File: config.mk
export PLATFORM = sky130hd
export DESIGN_NAME = ntc_temperature_and_light_conditioner_unit
export DESIGN_NICKNAME = d
export VERILOG_FILES = /design/src/ntcl_pkg.sv /design/src/ntcl_front.sv /design/src/ntcl_queue.sv /design/src/ntcl_back.sv /design/src/ntc_temperature_and_light_conditioner_unit.sv
export SDC_FILE = /design/constraint.sdc
export NUM_CORES = 1
export LEC_CHECK = 0
export ABC_AREA = 1
export BUFFER_PORTS_ARGS = -buffer_cell sky130_fd_sc_hd__buf_4
export CORE_MARGIN = 1.5
export CORE_UTILIZATION = 67
export DETAILED_ROUTE_END_ITERATION = 6
export PLACE_DENSITY = 0.84
export SYNTH_ARGS = -nofsm -noshare
export SYNTH_HDL_FRONTEND = slang
export SYNTH_SLANG_ARGS = --single-unit
File: constraint.sdc
create_clock -name i_clk -period 7.9 [get_ports i_clk]
set_input_delay 0.79 -clock i_clk [delete_from_list [all_inputs] [get_ports i_clk]]
set_output_delay 0.79 -clock i_clk [all_outputs]
set_load 0.03 [all_outputs]
File: src/ntcl_pkg.sv
package ntcl_pkg;

    // Default group size and curve length.
    localparam int AVG_SAMPLES_DEF   = 8;
    localparam int TABLE_ENTRIES_DEF = 101;

    // Field widths.
    localparam int SAMPLE_W = 12;
    localparam int TEMP_W   = 7;
    localparam int LIGHT_W  = 7;
    localparam int STATUS_W = 2;

    // Limit register reset values.
    localparam logic [SAMPLE_W-1:0] LOW_LIMIT_RST  = 12'd267;
    localparam logic [SAMPLE_W-1:0] HIGH_LIMIT_RST = 12'd3157;

    // Light scaling: (FULL_SCALE - average) * PERCENT / FULL_SCALE.
    localparam logic [SAMPLE_W:0] FULL_SCALE = 13'd4096;
    localparam logic [6:0]        PERCENT    = 7'd100;

    // Depth of the queue between accumulator and conditioner.
    localparam int QUEUE_DEPTH = 2;

    // Configuration register indexes.
    localparam logic CFG_LOW_LIMIT  = 1'b0;
    localparam logic CFG_HIGH_LIMIT = 1'b1;

    // Range status codes.
    localparam logic [STATUS_W-1:0] STATUS_IN_TABLE = 2'd0;
    localparam logic [STATUS_W-1:0] STATUS_BELOW    = 2'd1;
    localparam logic [STATUS_W-1:0] STATUS_ABOVE    = 2'd2;

    typedef struct packed {
        logic [SAMPLE_W-1:0] low;
        logic [SAMPLE_W-1:0] high;
    } t_limits;

    typedef enum logic [2:0] {
        ST_IDLE,
        ST_DIVIDE,
        ST_CHECK,
        ST_WALK,
        ST_EMIT
    } t_back_state;

    // Descending thermistor curve; entries past the stored ones read as zero.
    function automatic logic [SAMPLE_W-1:0] curve_value(input logic [7:0] idx);
        logic [SAMPLE_W-1:0] v;
        case (idx)
            8'd0: v = 12'd3041;   8'd1: v = 12'd3005;   8'd2: v = 12'd2968;
            8'd3: v = 12'd2930;   8'd4: v = 12'd2892;   8'd5: v = 12'd2854;
            8'd6: v = 12'd2815;   8'd7: v = 12'd2776;   8'd8: v = 12'd2737;
            8'd9: v = 12'd2697;   8'd10: v = 12'd2657;  8'd11: v = 12'd2616;
            8'd12: v = 12'd2576;  8'd13: v = 12'd2535;  8'd14: v = 12'd2495;
            8'd15: v = 12'd2454;  8'd16: v = 12'd2413;  8'd17: v = 12'd2372;
            8'd18: v = 12'd2331;  8'd19: v = 12'd2290;  8'd20: v = 12'd2249;
            8'd21: v = 12'd2209;  8'd22: v = 12'd2168;  8'd23: v = 12'd2128;
            8'd24: v = 12'd2088;  8'd25: v = 12'd2048;  8'd26: v = 12'd2008;
            8'd27: v = 12'd1969;  8'd28: v = 12'd1930;  8'd29: v = 12'd1891;
            8'd30: v = 12'd1853;  8'd31: v = 12'd1815;  8'd32: v = 12'd1778;
            8'd33: v = 12'd1741;  8'd34: v = 12'd1704;  8'd35: v = 12'd1668;
            8'd36: v = 12'd1632;  8'd37: v = 12'd1597;  8'd38: v = 12'd1562;
            8'd39: v = 12'd1528;  8'd40: v = 12'd1495;  8'd41: v = 12'd1461;
            8'd42: v = 12'd1429;  8'd43: v = 12'd1397;  8'd44: v = 12'd1365;
            8'd45: v = 12'd1334;  8'd46: v = 12'd1304;  8'd47: v = 12'd1274;
            8'd48: v = 12'd1245;  8'd49: v = 12'd1216;  8'd50: v = 12'd1188;
            8'd51: v = 12'd1160;  8'd52: v = 12'd1133;  8'd53: v = 12'd1107;
            8'd54: v = 12'd1081;  8'd55: v = 12'd1056;  8'd56: v = 12'd1031;
            8'd57: v = 12'd1006;  8'd58: v = 12'd983;   8'd59: v = 12'd959;
            8'd60: v = 12'd937;   8'd61: v = 12'd915;   8'd62: v = 12'd893;
            8'd63: v = 12'd872;   8'd64: v = 12'd851;   8'd65: v = 12'd831;
            8'd66: v = 12'd811;   8'd67: v = 12'd792;   8'd68: v = 12'd773;
            8'd69: v = 12'd755;   8'd70: v = 12'd737;   8'd71: v = 12'd719;
            8'd72: v = 12'd702;   8'd73: v = 12'd685;   8'd74: v = 12'd669;
            8'd75: v = 12'd653;   8'd76: v = 12'd638;   8'd77: v = 12'd623;
            8'd78: v = 12'd608;   8'd79: v = 12'd594;   8'd80: v = 12'd580;
            8'd81: v = 12'd566;   8'd82: v = 12'd553;   8'd83: v = 12'd540;
            8'd84: v = 12'd528;   8'd85: v = 12'd515;   8'd86: v = 12'd503;
            8'd87: v = 12'd492;   8'd88: v = 12'd480;   8'd89: v = 12'd469;
            8'd90: v = 12'd458;   8'd91: v = 12'd448;   8'd92: v = 12'd438;
            8'd93: v = 12'd428;   8'd94: v = 12'd418;   8'd95: v = 12'd409;
            8'd96: v = 12'd399;   8'd97: v = 12'd390;   8'd98: v = 12'd381;
            8'd99: v = 12'd373;   8'd100: v = 12'd365;
            default: v = '0;
        endcase
        return v;
    endfunction

endpackage

File: src/ntcl_front.sv
module ntcl_front #(
    parameter int AVG_SAMPLES = ntcl_pkg::AVG_SAMPLES_DEF,
    parameter int SUM_W       = ntcl_pkg::SAMPLE_W + $clog2(AVG_SAMPLES)
) (
    input  logic                          i_clk,
    input  logic                          i_rst_n,
    input  logic                          i_valid,
    output logic                          o_ready,
    input  logic [ntcl_pkg::SAMPLE_W-1:0] i_sample,
    input  logic                          i_full,
    output logic                          o_push,
    output logic [SUM_W-1:0]              o_push_sum
);

    localparam int CNT_W = (AVG_SAMPLES > 1) ? $clog2(AVG_SAMPLES) : 1;
    localparam logic [CNT_W-1:0] LAST_CNT = CNT_W'(AVG_SAMPLES - 1);

    logic [SUM_W-1:0] r_sum, n_sum;
    logic [CNT_W-1:0] r_count, n_count;
    logic             last;
    logic             accept;

    // The last word of a group needs room in the queue; the others never wait.
    assign last       = (r_count == LAST_CNT);
    assign o_ready    = !(last && i_full);
    assign accept     = i_valid && o_ready;
    assign o_push_sum = r_sum + SUM_W'(i_sample);
    assign o_push     = accept && last;

    // Running sum and word count of the current group.
    always_comb begin
        n_sum   = r_sum;
        n_count = r_count;
        if (accept) begin
            if (last) begin
                n_sum   = '0;
                n_count = '0;
            end else begin
                n_sum   = o_push_sum;
                n_count = r_count + 1'b1;
            end
        end
    end

    always_ff @(posedge i_clk) begin
        if (!i_rst_n) begin
            r_sum   <= '0;
            r_count <= '0;
        end else begin
            r_sum   <= n_sum;
            r_count <= n_count;
        end
    end

endmodule

File: src/ntcl_queue.sv
module ntcl_queue #(
    parameter int WIDTH = ntcl_pkg::SAMPLE_W
) (
    input  logic             i_clk,
    input  logic             i_rst_n,
    input  logic             i_push,
    input  logic [WIDTH-1:0] i_data,
    output logic             o_full,
    input  logic             i_pop,
    output logic             o_valid,
    output logic [WIDTH-1:0] o_data
);

    localparam int PTR_W = $clog2(ntcl_pkg::QUEUE_DEPTH);
    localparam int CNT_W = $clog2(ntcl_pkg::QUEUE_DEPTH + 1);
    localparam logic [CNT_W-1:0] FULL_CNT = CNT_W'(ntcl_pkg::QUEUE_DEPTH);
    localparam logic [PTR_W-1:0] LAST_PTR = PTR_W'(ntcl_pkg::QUEUE_DEPTH - 1);

    logic [WIDTH-1:0] r_mem [ntcl_pkg::QUEUE_DEPTH];
    logic [PTR_W-1:0] r_wptr, r_rptr;
    logic [CNT_W-1:0] r_count;
    logic             do_push, do_pop;

    assign o_full  = (r_count == FULL_CNT);
    assign o_valid = (r_count != '0);
    assign o_data  = r_mem[r_rptr];
    assign do_push = i_push && !o_full;
    assign do_pop  = i_pop && o_valid;

    // Storage.
    always_ff @(posedge i_clk) begin
        if (do_push) begin
            r_mem[r_wptr] <= i_data;
        end
    end

    // Pointers and fill count.
    always_ff @(posedge i_clk) begin
        if (!i_rst_n) begin
            r_wptr  <= '0;
            r_rptr  <= '0;
            r_count <= '0;
        end else begin
            if (do_push) begin
                r_wptr <= (r_wptr == LAST_PTR) ? '0 : r_wptr + 1'b1;
            end
            if (do_pop) begin
                r_rptr <= (r_rptr == LAST_PTR) ? '0 : r_rptr + 1'b1;
            end
            if (do_push && !do_pop) begin
                r_count <= r_count + 1'b1;
            end else if (do_pop && !do_push) begin
                r_count <= r_count - 1'b1;
            end
        end
    end

endmodule

File: src/ntcl_back.sv
module ntcl_back #(
    parameter int AVG_SAMPLES   = ntcl_pkg::AVG_SAMPLES_DEF,
    parameter int TABLE_ENTRIES = ntcl_pkg::TABLE_ENTRIES_DEF,
    parameter int SUM_W         = ntcl_pkg::SAMPLE_W + $clog2(AVG_SAMPLES)
) (
    input  logic                          i_clk,
    input  logic                          i_rst_n,
    input  ntcl_pkg::t_limits             i_limits,
    input  logic                          i_q_valid,
    input  logic [SUM_W-1:0]              i_q_sum,
    output logic                          o_q_pop,
    output logic                          o_valid,
    input  logic                          i_ready,
    output logic [ntcl_pkg::SAMPLE_W-1:0] o_average,
    output logic [ntcl_pkg::TEMP_W-1:0]   o_temperature,
    output logic [ntcl_pkg::LIGHT_W-1:0]  o_light_percent,
    output logic [ntcl_pkg::STATUS_W-1:0] o_range_status
);

    localparam int SW     = ntcl_pkg::SAMPLE_W;
    localparam int IDX_W  = $clog2(TABLE_ENTRIES);
    // Reciprocal of the group size, exact for every sum below 2**SUM_W.
    localparam int REC_S  = SUM_W + $clog2(AVG_SAMPLES);
    localparam int REC_W  = SUM_W + 1;
    localparam int PROD_W = REC_S + SW;
    localparam logic [REC_W-1:0] REC_M = REC_W'(((64'd1 << REC_S) + 64'(AVG_SAMPLES) - 64'd1)
                                                / 64'(AVG_SAMPLES));
    localparam logic [IDX_W-1:0]  LAST_IDX = IDX_W'(TABLE_ENTRIES - 2);
    localparam logic [ntcl_pkg::TEMP_W-1:0] HOTTEST = ntcl_pkg::TEMP_W'(TABLE_ENTRIES - 1);

    ntcl_pkg::t_back_state r_state, n_state;

    logic [SUM_W-1:0]                r_sum;
    logic [SW-1:0]                   r_quot;
    logic [IDX_W-1:0]                r_idx;
    logic [ntcl_pkg::TEMP_W-1:0]     r_temp;
    logic [ntcl_pkg::STATUS_W-1:0]   r_status;
    logic                            r_out_valid;
    logic [SW-1:0]                   r_out_avg;
    logic [ntcl_pkg::TEMP_W-1:0]     r_out_temp;
    logic [ntcl_pkg::LIGHT_W-1:0]    r_out_light;
    logic [ntcl_pkg::STATUS_W-1:0]   r_out_status;

    logic [PROD_W-1:0] quot_prod;
    logic              below, above;
    logic              hit, walk_end;
    logic              slot_free;
    logic              pop, out_load;
    logic [SW:0]       light_inv;
    logic [SW+7:0]     light_prod;

    // Group average by multiplying with the reciprocal of the group size.
    assign quot_prod = PROD_W'(r_sum) * PROD_W'(REC_M);

    // Limit tests and one curve entry per walk step.
    assign below    = (r_quot < i_limits.low);
    assign above    = (r_quot > i_limits.high);
    assign hit      = (ntcl_pkg::curve_value(8'(r_idx)) < r_quot);
    assign walk_end = hit || (r_idx == LAST_IDX);

    // Light level from the finished average.
    assign light_inv  = ntcl_pkg::FULL_SCALE - {1'b0, r_quot};
    assign light_prod = light_inv * ntcl_pkg::PERCENT;

    assign slot_free = !r_out_valid || i_ready;

    // Next state.
    always_comb begin
        n_state = r_state;
        case (r_state)
            ntcl_pkg::ST_IDLE: begin
                if (i_q_valid) n_state = ntcl_pkg::ST_DIVIDE;
            end
            ntcl_pkg::ST_DIVIDE: begin
                n_state = ntcl_pkg::ST_CHECK;
            end
            ntcl_pkg::ST_CHECK: begin
                n_state = (below || above) ? ntcl_pkg::ST_EMIT : ntcl_pkg::ST_WALK;
            end
            ntcl_pkg::ST_WALK: begin
                if (walk_end) n_state = ntcl_pkg::ST_EMIT;
            end
            ntcl_pkg::ST_EMIT: begin
                if (slot_free) n_state = ntcl_pkg::ST_IDLE;
            end
            default: n_state = ntcl_pkg::ST_IDLE;
        endcase
    end

    // State outputs.
    always_comb begin
        pop      = 1'b0;
        out_load = 1'b0;
        case (r_state)
            ntcl_pkg::ST_IDLE: pop      = i_q_valid;
            ntcl_pkg::ST_EMIT: out_load = slot_free;
            default: begin
                pop      = 1'b0;
                out_load = 1'b0;
            end
        endcase
    end

    assign o_q_pop = pop;

    always_ff @(posedge i_clk) begin
        if (!i_rst_n) begin
            r_state     <= ntcl_pkg::ST_IDLE;
            r_out_valid <= 1'b0;
        end else begin
            r_state <= n_state;
            if (out_load) begin
                r_out_valid <= 1'b1;
            end else if (i_ready) begin
                r_out_valid <= 1'b0;
            end
        end
    end

    // Datapath of the average, the limit check and the curve walk.
    always_ff @(posedge i_clk) begin
        case (r_state)
            ntcl_pkg::ST_IDLE: begin
                if (pop) begin
                    r_sum <= i_q_sum;
                end
            end
            ntcl_pkg::ST_DIVIDE: begin
                r_quot <= quot_prod[REC_S +: SW];
            end
            ntcl_pkg::ST_CHECK: begin
                r_idx <= '0;
                if (below) begin
                    r_temp   <= HOTTEST;
                    r_status <= ntcl_pkg::STATUS_BELOW;
                end else if (above) begin
                    r_temp   <= '0;
                    r_status <= ntcl_pkg::STATUS_ABOVE;
                end else begin
                    r_status <= ntcl_pkg::STATUS_IN_TABLE;
                end
            end
            ntcl_pkg::ST_WALK: begin
                if (hit) begin
                    r_temp <= ntcl_pkg::TEMP_W'(r_idx);
                end else if (walk_end) begin
                    r_temp <= HOTTEST;
                end else begin
                    r_idx <= r_idx + 1'b1;
                end
            end
            default: begin
                r_idx <= r_idx;
            end
        endcase
    end

    // Output register; it frees the back end while a word waits downstream.
    always_ff @(posedge i_clk) begin
        if (out_load) begin
            r_out_avg    <= r_quot;
            r_out_temp   <= r_temp;
            r_out_light  <= light_prod[SW+6:SW];
            r_out_status <= r_status;
        end
    end

    assign o_valid         = r_out_valid;
    assign o_average       = r_out_avg;
    assign o_temperature   = r_out_temp;
    assign o_light_percent = r_out_light;
    assign o_range_status  = r_out_status;

endmodule

File: src/ntc_temperature_and_light_conditioner_unit.sv
// Throughput: one sample word per cycle, except that the last word of a group waits while
// the queue is full. Per group the conditioner divides, checks the limits, walks up to
// TABLE_ENTRIES-1 curve entries when the average lies within the limits, and then emits;
// a two-entry queue of sums decouples the accumulator from the conditioner.
// Reset: synchronous, active low; clears the group sum, the queue, the conditioner and the
// output valid, and loads the limits with 267 and 3157. The curve is a constant table.
module ntc_temperature_and_light_conditioner_unit #(
    parameter int AVG_SAMPLES   = ntcl_pkg::AVG_SAMPLES_DEF,
    parameter int TABLE_ENTRIES = ntcl_pkg::TABLE_ENTRIES_DEF
) (
    input  logic                          i_clk,
    input  logic                          i_rst_n,
    input  logic                          i_cfg_we,
    input  logic                          i_cfg_idx,
    input  logic [ntcl_pkg::SAMPLE_W-1:0] i_cfg_data,
    input  logic                          i_valid,
    output logic                          o_ready,
    input  logic [ntcl_pkg::SAMPLE_W-1:0] i_sample,
    output logic                          o_valid,
    input  logic                          i_ready,
    output logic [ntcl_pkg::SAMPLE_W-1:0] o_average,
    output logic [ntcl_pkg::TEMP_W-1:0]   o_temperature,
    output logic [ntcl_pkg::LIGHT_W-1:0]  o_light_percent,
    output logic [ntcl_pkg::STATUS_W-1:0] o_range_status
);

    localparam int SUM_W = ntcl_pkg::SAMPLE_W + $clog2(AVG_SAMPLES);

    ntcl_pkg::t_limits r_limits;
    logic              push, full, q_valid, q_pop;
    logic [SUM_W-1:0]  push_sum, q_sum;

    // Limit registers.
    always_ff @(posedge i_clk) begin
        if (!i_rst_n) begin
            r_limits.low  <= ntcl_pkg::LOW_LIMIT_RST;
            r_limits.high <= ntcl_pkg::HIGH_LIMIT_RST;
        end else if (i_cfg_we) begin
            case (i_cfg_idx)
                ntcl_pkg::CFG_LOW_LIMIT:  r_limits.low  <= i_cfg_data;
                ntcl_pkg::CFG_HIGH_LIMIT: r_limits.high <= i_cfg_data;
                default:                  r_limits      <= r_limits;
            endcase
        end
    end

    // Group accumulator.
    ntcl_front #(
        .AVG_SAMPLES (AVG_SAMPLES),
        .SUM_W       (SUM_W)
    ) u_front (
        .i_clk      (i_clk),
        .i_rst_n    (i_rst_n),
        .i_valid    (i_valid),
        .o_ready    (o_ready),
        .i_sample   (i_sample),
        .i_full     (full),
        .o_push     (push),
        .o_push_sum (push_sum)
    );

    // Queue of finished group sums.
    ntcl_queue #(
        .WIDTH (SUM_W)
    ) u_queue (
        .i_clk   (i_clk),
        .i_rst_n (i_rst_n),
        .i_push  (push),
        .i_data  (push_sum),
        .o_full  (full),
        .i_pop   (q_pop),
        .o_valid (q_valid),
        .o_data  (q_sum)
    );

    // Average, limits, curve walk and light level.
    ntcl_back #(
        .AVG_SAMPLES   (AVG_SAMPLES),
        .TABLE_ENTRIES (TABLE_ENTRIES),
        .SUM_W         (SUM_W)
    ) u_back (
        .i_clk           (i_clk),
        .i_rst_n         (i_rst_n),
        .i_limits        (r_limits),
        .i_q_valid       (q_valid),
        .i_q_sum         (q_sum),
        .o_q_pop         (q_pop),
        .o_valid         (o_valid),
        .i_ready         (i_ready),
        .o_average       (o_average),
        .o_temperature   (o_temperature),
        .o_light_percent (o_light_percent),
        .o_range_status  (o_range_status)
    );

endmodule
# Yosys cells after proc, flatten, opt, wreduce, memory -nomap -nowiden
# Memories as Yosys holds them, arrays and structs flattened. A register that Yosys moved wholly into a read port is not among the register bits.
# Index checks and enable logic that the tools add are counted.
# totals
ff_bits	106
latchBits	0
ramBits	30
romBits	1536
output_inout_bits	30
mem_count	2
# classes
n_addsub	8
multipliers	1
div_mod_pow	0
n_lt_le_gt_ge	3
n_eq_ne	14
shifts	0
n_mux	27
bitwise_logic	1
n_reduce_logical	26
# memory_table
memory	depth	word_bits	read_ports	rd_clocked_by_memory_dff	write_ports	line_no	source
(name not given)	128	12	1	1	0	ntcl_pkg.sv:49	case (idx)
u_queue.r_mem	2	15	1	1	1	ntcl_queue.sv:19	logic [WIDTH-1:0] r_mem [ntcl_pkg::QUEUE_DEPTH];
# op_table
operator	n
7-bit two-way mux	7
7-bit case mux with 2 select lines	2
12-bit less-than comparator	2
13-bit by 5-bit multiplier with 17-bit output, second input constant	1
15-bit by 12-bit adder with 15-bit output	1
15-bit two-way mux	1
3-bit two-way mux	5
3-bit case mux with 5 select lines	1
13-bit by 12-bit subtractor with 13-bit output, first input constant	1
12-bit > comparator	1
3-bit AND reduction	3
1-bit two-way mux	8
2-bit nonzero test	4
7-bit by 1-bit adder with 7-bit output, second input constant	1
7-bit == test, second input constant	1
1-bit logical AND	7
3-bit by 2-bit == test with 1-bit output, second input constant	2
3-bit == test, second input constant	2
2-bit two-way mux	3
2-bit by 1-bit inequality test with 1-bit output, second input constant	3
3-bit by 1-bit inequality test with 1-bit output, second input constant	2
2-bit AND reduction	3
1-bit logical NOT	5
2-bit inequality test, second input constant	2
other kinds (9)	12

# Depth between registers and ports, before layout
# Gate-level depths: netlist (run 1).
# depth
word_depth	10
mapped_depth	24

# By module
# From an unflattened synthesis (run 1), not the netlist that was laid out.
# hier_totals
hier_cells	1290
area_unflattened_um2	10452.5
# modules_own_cells
mod	n_inst	cells_per_inst	area_each_um2	seq_area_each_um2
ntcl_back	1	842	6593.8	2362.3
ntcl_front	1	240	1556.5	360.3
ntcl_queue	1	84	1383.8	1001.0
ntc_temperature_and_light_conditioner_unit	1	124	918.4	480.5

# Least setup slack after synthesis (run 1)
# OpenSTA, ideal clock, no wires.
# synth_timing
path_kind	flip-flop to flip-flop
from	reg u_back.r_quot[2]
to	reg u_back.r_out_light (netlist bit u_back.o_light_percent[5]) (data pin)
setup_ps	258
t_arrival_ps	3625
setup_slack_ps	4017
stages_incl_launch_ff	20
synth_period_minus_slack_ps	3883
cell_sequence	edfxtp_1 > nor3_1 > nand3_1 > nor3_1 > nand3_1 > xor2_1 > inv_1 > ha_1 > ha_1 > inv_1 > fa_1 > inv_1 > ha_1 > nand2_1 > nor2_1 > nand3_1 > o2111ai_1 > nand3_1 > nand2_1 > xor2_1
# synth_via
elab_chain_len	2
# synth_lines
element	line_no	source
from (decl)	ntcl_back.sv:34	logic [SW-1:0] r_quot;
from (signal assigned)	ntcl_back.sv:129	r_quot <= quot_prod[REC_S +: SW];
13-bit by 12-bit subtractor with 13-bit output	ntcl_back.sv:62	assign light_inv = ntcl_pkg::FULL_SCALE - {1'b0, r_quot};
13-bit by 5-bit multiplier with 17-bit output	ntcl_back.sv:63	assign light_prod = light_inv * ntcl_pkg::PERCENT;
via u_back.light_prod[17]	ntcl_back.sv:50	logic [SW+7:0] light_prod;
to (signal assigned)	ntcl_back.sv:163	r_out_light <= light_prod[SW+6:SW];
to (decl)	ntcl_back.sv:41	logic [ntcl_pkg::LIGHT_W-1:0] r_out_light;
# The timed path passes the listed nets, and every way through them passes these cells.
# A chain may end at the register's enable or synchronous reset.

# Worst setup path in the final report (run 1)
# Ends and elaborated chain as after synthesis.

==> results of run 1 <==
## layer usage
metal	GRT usage [%]	wire length, um	share of wire, %
met1	42.5	9850	41
met2	54.1	11200	47
met3	6.69	2000	8.4
met4	14.9	753	3.2
met5	0	0	0
## state kept, by name (all words and copies together), names as in the netlist, 7 cells and up, named ones only
| name | count |
|---|---|
| u_back.o_temperature | 7 |
| r_limits | 24 |
| u_front.r_sum | 15 |
| u_back.r_quot | 12 |
| u_back.o_light_percent | 7 |
| u_back.r_temp | 7 |
| u_queue.r_mem | 24 |
| u_back.o_average | 12 |
| u_back.r_sum | 12 |
| u_back.r_idx | 7 |
## area by class of cell
cell class                 count  area [um2]  area share [%]
inverter                     162         608            5.64
timing repair buffer          61         458            4.24
multi-input combinational    840        4880            45.3
sequential                   154        4000            37.1
clock inverter                12         164            1.52
clock buffer                  20         447            4.14
tap                          180         225            2.09
## final timing paths
path	cells past startpoint	end	startpoint	slack, ns
worst max-delay path	19	u_back.o_light_percent[5]	u_back.r_quot[2]	3.55
worst min-delay path	0	u_back.r_quot[6]	u_back.r_sum[9]	0.42
worst max register to register	19	u_back.o_light_percent[5]	u_back.r_quot[2]	3.55
worst min register to register	0	u_back.r_quot[6]	u_back.r_sum[9]	0.42
## logic make-up after synthesis
logic type	count (synthesis)
compound gates	170
xor+xnor	28
fa+ha+maj	104
buf+inv	189
flops	154
simple gates	538
## where the power goes
group,internal (W),switching (W)
Sequential,0.00110,0.000103
Clock,0.000510,0.000340
Combinational,0.000804,0.00159
Total,0.00242,0.00204
## worst max-delay path, delay by kind of cell, from the launching register on
kind                       cells  cell delay [ns]
adders and majority gates      4             1.45
and+or+nand+nor                9             1.40
buffers and inverters          3             0.20
xor gates and xnor gates       2             0.38
DFF                            1             0.51
AOI/OAI and AO/OA              1             0.15
## per-stage QoR
stage | cells | utilization, % | hold slack [ns] | total power (W)
2_1_floorplan | 1183 | - | 0.400 | 0.00294
3_3_place_gp | 1397 | 72.8 | 0.401 | 0.00343
3_5_place_dp | 1397 | 72.8 | 0.405 | 0.00352
4_1_cts | 1429 | 77.1 | 0.420 | 0.00440
5_1_grt | 1429 | 77.1 | 0.429 | 0.00479
6_report | 1429 | 77.1 | 0.421 | 0.00446
## placed cells by master, fill, tap and decap left out, types with 4 or more instances in the layout
cell       count
nand2_1      318
inv_1        156
ha_1          96
a21oi_1       94
edfxtp_1      92
nand3_1       88
nor2_1        72
dfxtp_1       62
buf_4         61
o21ai_0       40
xor2_1        18
nor3_1        17
clkbuf_16     17
o211ai_1      13
nand4_1       11
nand2_2       11
xnor2_1       10
fa_1           8
inv_2          5
nand3_2        4
nor2_4         4
o21ai_1        4
==> qor.yml, run 1 <==
status:
  outcome: "finished, final reports clean"
die:
  start_util_pct: 69.0
  die_h_um: 123
  ios: 60
  die_area_um2: 15100
  die_x_um: 123
  rows: 43
  core-area_um2: 14000
grt:
  overflow: 0
  grt_max_degree: 34
  grt_pass1_wl_mm: 38.4
  grtUsageTotal_pct: 33.0
  first_global_vias: 7890
  antenna_found_initial: 0
clock_network:
  cts_resized: 0
  cts-htree-levels: 4
  cts_buffers: 17
  cts_root_buf: "clkbuf_16"
  cts_hold_buf: 0
  clk_path_buf_depth: 2
  clk_pin_slew_ns: 0.06
  cts_sinks: 154
  insertion_delay_ns: 0.43
  cts_tree: "built"
  cts_setup_buffers: 0
setup_path:
  slowest_stage: "fa_1"
  critPathMaxFanout: 6
  worst_ep_required_time_ns: 8.08
  start_kind: "register"
  cpPeakStageDelay_ns: 0.52
  worst-setup-path-type: "register to register"
  path_common_cell: "nand3_1"
  end_kind: "register"
  crit_chain: "nor3_1 > nand3_1 > nor3_1 > nand3_1 > xor2_1 > inv_1 > ha_1 > ha_1 > inv_1 > fa_1 > inv_1 > ha_1 > nand2_1 > nor2_1 > nand3_1 > o2111ai_1 > nand3_1 > nand2_1 > xor2_1"
  arrival_ns: 4.52
synth:
  yosysUniqueCellTypes: 48
  synthTopCellsByArea: "edfxtp_1 29%, dfxtp_1 13%, ha_1 12%, nand2_1 12%, inv_1 6.1%"
  synth_compound_area_share_pct: 9.86
  yosys_warnings: 0
  synth-adder-area-share_pct: 14.1
  avgSynthCellArea_um2: 8.16
  synthesis.area_um2: 9650
  syn_inst: 1183
  synth_ff_type: "edfxtp_1"
  ys_ff_latch: 154
  yosysMostFrequentCell: "nand2_1"
  synth_edf_count: 92
  synth_common_cells: "318 x nand2_1, 156 x inv_1, 96 x ha_1"
  synth-simple-area-share_pct: 24.1
  synth_top_family_by_area: "simple AND/OR/NAND/NOR gates"
  ys_async_sr_fraction_pct: 0
  yosysTopAreaCellShare_pct: 28.6
  synthXorXnorAreaFrac_pct: 2.54
  muxShareOfSynthArea_pct: 0
  syn_nets: 1317
  synth_top_area_cell: "edfxtp_1"
  ys_seq_area_share_pct: 41.5
drt:
  drc_errors: 0
  drt-wirelength-per-cell_um: 16.6
  wl_mm: 23.8
  vias: 8352
  routed_via_density: 5.84
  firstDrtPassIters: 6
  ant_nets: 0
  first_iter_violations: 1014
cells_and_area:
  drive_gt1_share_pct: 10.3
  final_nets: 1370
  fin_area_um2: 10800
  fill_cells: 959
  diodes: 0
  area_delta_synth_final_pct: 11.8
timing:
  hold_violations: 0
  min_period_over_period_pct: 55.0
  fmax_mhz: 230
  fin_crit_ns: 4.35
  setup_ws_ns: 3.55
  timing.setup.tns_ns: 0
  setup_viol: 0
  drv_slew: 0
  rsz0062_at_grt: "false"
  worst_slew_pin_slew_ns: 1.24
  relSlewSlack_pct: 17.2
  finClkSkew_ns: 0.0159
placed_design:
  placed_cell_area_um2: 10200
  dp_hpwl_mm: 16.7
  port_buffers: 59
  pre_cts_ws_ns: 3.64
  gp_congestion: 1.02
power:
  vdd_drop_max_v: 0.000215
  p_leak_nw: 5.13
  power_density_nw_per_um2: 413
worst_hold_path:
  hp-class: "register to register"
run:
  max-cap-violations: 0
Power figures use the tool's default switching activity.
==> run 2: changes to the inputs <==
--- a/config.mk
+++ b/config.mk
@@ -8,9 +8,9 @@
 export ABC_AREA = 1
 export BUFFER_PORTS_ARGS = -buffer_cell sky130_fd_sc_hd__buf_4
 export CORE_MARGIN = 1.5
-export CORE_UTILIZATION = 67
+export CORE_UTILIZATION = 62
 export DETAILED_ROUTE_END_ITERATION = 6
-export PLACE_DENSITY = 0.84
+export PLACE_DENSITY = 0.78
 export SYNTH_ARGS = -nofsm -noshare
 export SYNTH_HDL_FRONTEND = slang
 export SYNTH_SLANG_ARGS = --single-unit
==> constraint.sdc (replaced) <==
create_clock -name i_clk -period 4.1 [get_ports i_clk]
set_input_delay 0.41 -clock i_clk [delete_from_list [all_inputs] [get_ports i_clk]]
set_output_delay 0.41 -clock i_clk [all_outputs]
set_load 0.03 [all_outputs]
==> qor.yml, run 2 (synthesis results as in run 1) <==
clock_network:
  cts_root_buf: "clkbuf_16"
  clk_pin_slew_ns: 0.07
  cts_sinks: 154
  cts_buffers: 17
  cts-htree-levels: 4
  cts_tree: "built"
  insertion_delay_ns: 0.43
  clk_path_buf_depth: 2
worst_hold_path:
  hp-class: "input port to register"
  worstHoldStart: "i_cfg_data[0]"
power:
  netSwitchingPower_w: 0.00400
  internal_power_w: 0.00478
  p_clk_share_pct: 17.9
  power_density_nw_per_um2: 791
  p_leak_nw: 5.27
  swShare_pct: 45.6
  vdd_drop_max_v: 0.000503
  seq_power_share_pct: 26.1
  p_comb_share_pct: 56.0
status:
  outcome: "finished, final reports clean"
setup_path:
  critPathMaxFanout: 5
  startpoint: "u_back.r_quot[0]"
  start_kind: "register"
  r2r-start: "u_back.r_quot[0]"
  worst_ep_required_time_ns: 4.28
  end_kind: "register"
  worst-setup-path-type: "register to register"
  arrival_ns: 4.21
  r2r_setup_slack_ns: 0.07
timing:
  setup_viol: 0
  fmax_mhz: 248
  drv_slew: 0
  hold_violations: 0
  worst_slew_pin_slew_ns: 0.721
  finClkSkew_ns: 0.0118
  setup_ws_ns: 0.0665
  min_period_over_period_pct: 98.4
  fin_crit_ns: 4.03
  relSlewSlack_pct: 51.7
placed_design:
  placed_cell_area_um2: 10400
  gp_congestion: 0.997
  port_buffers: 59
  pre_cts_ws_ns: -0.00403
  dp_hpwl_mm: 17.2
  place_inst: 1427
grt:
  overflow: 0
  antenna_found_initial: 0
  grtUsageTotal_pct: 30.3
  grt_max_degree: 34
  first_global_vias: 7855
  grt_pass1_wl_mm: 38.5
drt:
  vias: 8363
  wl_mm: 24.3
  ant_nets: 0
  first_iter_violations: 799
  drc_errors: 0
  drt-wirelength-per-cell_um: 16.6
  firstDrtPassIters: 6
  routed_via_density: 5.72
cells_and_area:
  drive_gt1_share_pct: 13.7
  fill_cells: 1170
  final_nets: 1395
  layout_common_cells: "316 x nand2_1, 154 x inv_1, 93 x ha_1"
  fin_area_um2: 11100
  largestRegisters: "r_limits: 24 flops, u_queue.r_mem: 24 flops, u_front.r_sum: 15 flops"
  final_cell_count_no_fill: 1462
  diodes: 0
  final_common_cell: "nand2_1"
  area_delta_synth_final_pct: 14.9
die:
  start_util_pct: 63.5
  die_h_um: 128
  die_area_um2: 16300
  rows: 45
  core-area_um2: 15200
  die_x_um: 128
  ios: 60
run:
  max-cap-violations: 0
run 2: worst paths after layout:
check	end	cells after the start
worst max-delay path	u_back.o_light_percent[5]	14
worst max register to register	u_back.o_light_percent[5]	14
worst min-delay path	r_limits[0]	3
worst min register to register	u_back.o_temperature[0]	0
run 2: through the flow:
step,utilization [%],total power (W),setup TNS [ns],hold WS [ns]
6_report,73.0,0.00878,0,0.204
5_1_grt,73.0,0.00943,-0.327,0.205
4_1_cts,72.0,0.00846,0,0.194
3_5_place_dp,68.1,0.00684,-0.00403,0.406
3_3_place_gp,68.1,0.00673,0,0.401
2_1_floorplan,-,0.00567,0,0.400
run 2: critical path, stage by stage (launching register included):
cell and delay [ns]:
edfxtp_1 0.50, nor3_4 0.29, nand3_2 0.16, nor3_4 0.23, buf_4 0.15, xor2_2 0.22
ha_1 0.28, ha_1 0.33, fa_1 0.51, ha_1 0.39, a21oi_1 0.24, o2111ai_2 0.17
nand3_1 0.09, nand2_1 0.07, xor2_1 0.15
run 2: cell type report:
cell class	count	area, um2	area share [%]
tap	188	235	2.12
sequential	154	4000	36.1
inverter	162	608	5.48
clock inverter	12	140	1.26
multi-input combinational	840	5010	45.2
timing repair buffer	86	646	5.82
clock buffer	20	447	4.03
run 2: timing repair:
item	in CTS	in global routing
pin swaps	0	3
resized for setup	2	24
endpoints found under the setup margin	2	6
hold buffers	0	0
gates cloned	0	0
setup buffers	0	3
run 2: layer usage:
layer,GRT usage [%],share of wire [%],vias to the layer above
li1,-,-,4071
met1,39.7,43,3850
met2,49.1,47,367
met3,6.22,7.0,75
met4,12.5,3.1,0
met5,0,0,-
run 2: power groups by stage:
stage	sequential (W)	clock (W)	combinational [W]
final	0.00229	0.00157	0.00491
after global routing	0.00232	0.00164	0.00546
after CTS	0.00228	0.00158	0.00459
after detailed placement	0.00231	0	0.00452
after global placement	0.00230	0	0.00443
after floorplan	0.00241	0	0.00326
==> run 3: changes to the inputs <==
--- a/config.mk
+++ b/config.mk
@@ -6,10 +6,10 @@
 export NUM_CORES = 1
 export LEC_CHECK = 0
 export ABC_AREA = 1
-export BUFFER_PORTS_ARGS = -buffer_cell sky130_fd_sc_hd__buf_4
 export CORE_MARGIN = 1.5
-export CORE_UTILIZATION = 62
+export CORE_UTILIZATION = 65
 export DETAILED_ROUTE_END_ITERATION = 6
+export DONT_BUFFER_PORTS = 1
 export PLACE_DENSITY = 0.78
 export SYNTH_ARGS = -nofsm -noshare
 export SYNTH_HDL_FRONTEND = slang
==> qor.yml, run 3 (synthesis results as in run 1) <==
timing:
  timing.setup.tns_ns: 0
  fin_crit_ns: 4.08
  setup_viol: 0
  setup_ws_ns: 0.0199
  drv_slew: 0
  fmax_mhz: 245
  relSlewSlack_pct: 55.1
  min_period_over_period_pct: 99.5
  hold_violations: 0
  finClkSkew_ns: 0.0109
  worst_slew_pin_slew_ns: 0.672
die:
  die_h_um: 125
  die_area_um2: 15600
  core-area_um2: 14500
  ios: 60
  rows: 44
  die_x_um: 125
  start_util_pct: 66.4
cells_and_area:
  drive_gt1_share_pct: 9.70
  diodes: 0
  final_common_cell: "nand2_1"
  largestRegisters: "r_limits: 24 flops, u_queue.r_mem: 24 flops, u_front.r_sum: 15 flops"
  final_nets: 1338
  layout_common_cells: "316 x nand2_1, 154 x inv_1, 93 x ha_1"
  area_delta_synth_final_pct: 9.84
  fin_area_um2: 10600
setup_path:
  r2r_cells: 19
  worst_ep_required_time_ns: 4.27
  arrival_ns: 4.25
  start_kind: "register"
  worst-setup-path-type: "register to register"
  critPathMaxFanout: 4
  end_kind: "register"
status:
  outcome: "finished, final reports clean"
grt:
  grt_max_degree: 34
  overflow: 0
  grtUsageTotal_pct: 30.1
  first_global_vias: 7886
  grt_pass1_wl_mm: 37.7
  antenna_found_initial: 0
clock_network:
  cts_buffers: 17
  clk_pin_slew_ns: 0.07
  cts_root_buf: "clkbuf_16"
  cts-htree-levels: 4
  cts_tree: "built"
  cts_hold_buf: 0
  clk_path_buf_depth: 2
  cts_sinks: 154
  insertion_delay_ns: 0.42
drt:
  vias: 8195
  wl_mm: 23.2
  first_iter_violations: 920
  firstDrtPassIters: 6
  ant_nets: 0
  drc_errors: 0
  drt-wirelength-per-cell_um: 16.6
  routed_via_density: 5.85
worst_hold_path:
  min_path_cells: 1
  hp-class: "input port to register"
power:
  vdd_drop_max_v: 0.000510
  power_density_nw_per_um2: 807
  total_power_w: 0.00855
  p_leak_nw: 4.98
placed_design:
  placed_cell_area_um2: 9900
  port_buffers: 0
  dp_hpwl_mm: 16.5
  pre_cts_ws_ns: -0.0179
  gp_congestion: 1.03
run:
  max-cap-violations: 0
## run 3: cell count changes in the layout (fill, tap and decap cells not counted), sizes merged
cell | previous run | this run
inv | 165 | 169
buf | 86 | 29
clkbuf | 20 | 19
bufinv | 2 | 0
clkinvlp | 1 | 0
## run 3: path summary, 6_finish.rpt
| path | from | end | slack [ns] |
|---|---|---|---|
| min | i_rst_n | r_limits[12] | 0.08 |
| min reg2reg | u_back.r_sum[8] | u_back.r_quot[5] | 0.42 |
| max | u_back.r_quot[1] | u_back.o_light_percent[5] | 0.02 |
| max reg2reg | u_back.r_quot[1] | u_back.o_light_percent[5] | 0.02 |
## run 3: report_power, final
group	switching [W]	internal (W)	leakage, nW
sequential	0.000303	0.00213	1.35
combinational	0.00299	0.00164	3.34
clock	0.000663	0.000827	0.283
total	0.00396	0.00459	4.98
## run 3: worst max-delay path: stages, from the launching register on
cell	delay (ns)
edfxtp_1	0.43
nor3_2	0.21
nand3_1	0.17
nor3_2	0.32
nand3_2	0.16
xor2_2	0.21
inv_1	0.09
ha_1	0.30
ha_1	0.28
inv_1	0.06
fa_1	0.53
inv_1	0.07
ha_4	0.28
nand2_1	0.08
nor2_2	0.13
nand3_1	0.11
o2111ai_1	0.13
nand3_1	0.11
nand2_1	0.09
xor2_1	0.06
## run 3: routing by layer
metal	GRT usage, %	vias to the layer above	share of wire, %
met5	0	-	0
met4	14.1	0	3.8
met3	5.76	83	7.8
met2	49.1	414	47
met1	38.9	3750	41
li1	-	3948	-
## run 3: timing repair
item                                    4_1_cts  5_1_grt
pin swaps                                     0        5
endpoints found under the setup margin        1        7
gates resized for setup                       1       21
setup buffers                                 0        6
## run 3: cell type report
type | instances | area, um2
clock inverter | 13 | 104
timing repair buffer | 29 | 218
inverter | 162 | 608
tap | 184 | 230
fill | 1092 | 3930
clock buffer | 19 | 454
sequential | 154 | 4000
multi-input combinational | 840 | 4990
## run 3: through the flow
stage          utilization [%]  std cells  hold WS [ns]
5_1_grt                   73.0       1401        0.0657
2_1_floorplan                -       1183         0.400
3_3_place_gp              68.1       1363         0.401
4_1_cts                   72.0       1395        0.0635
3_5_place_dp              68.1       1363         0.405
6_report                  73.0       1401        0.0756
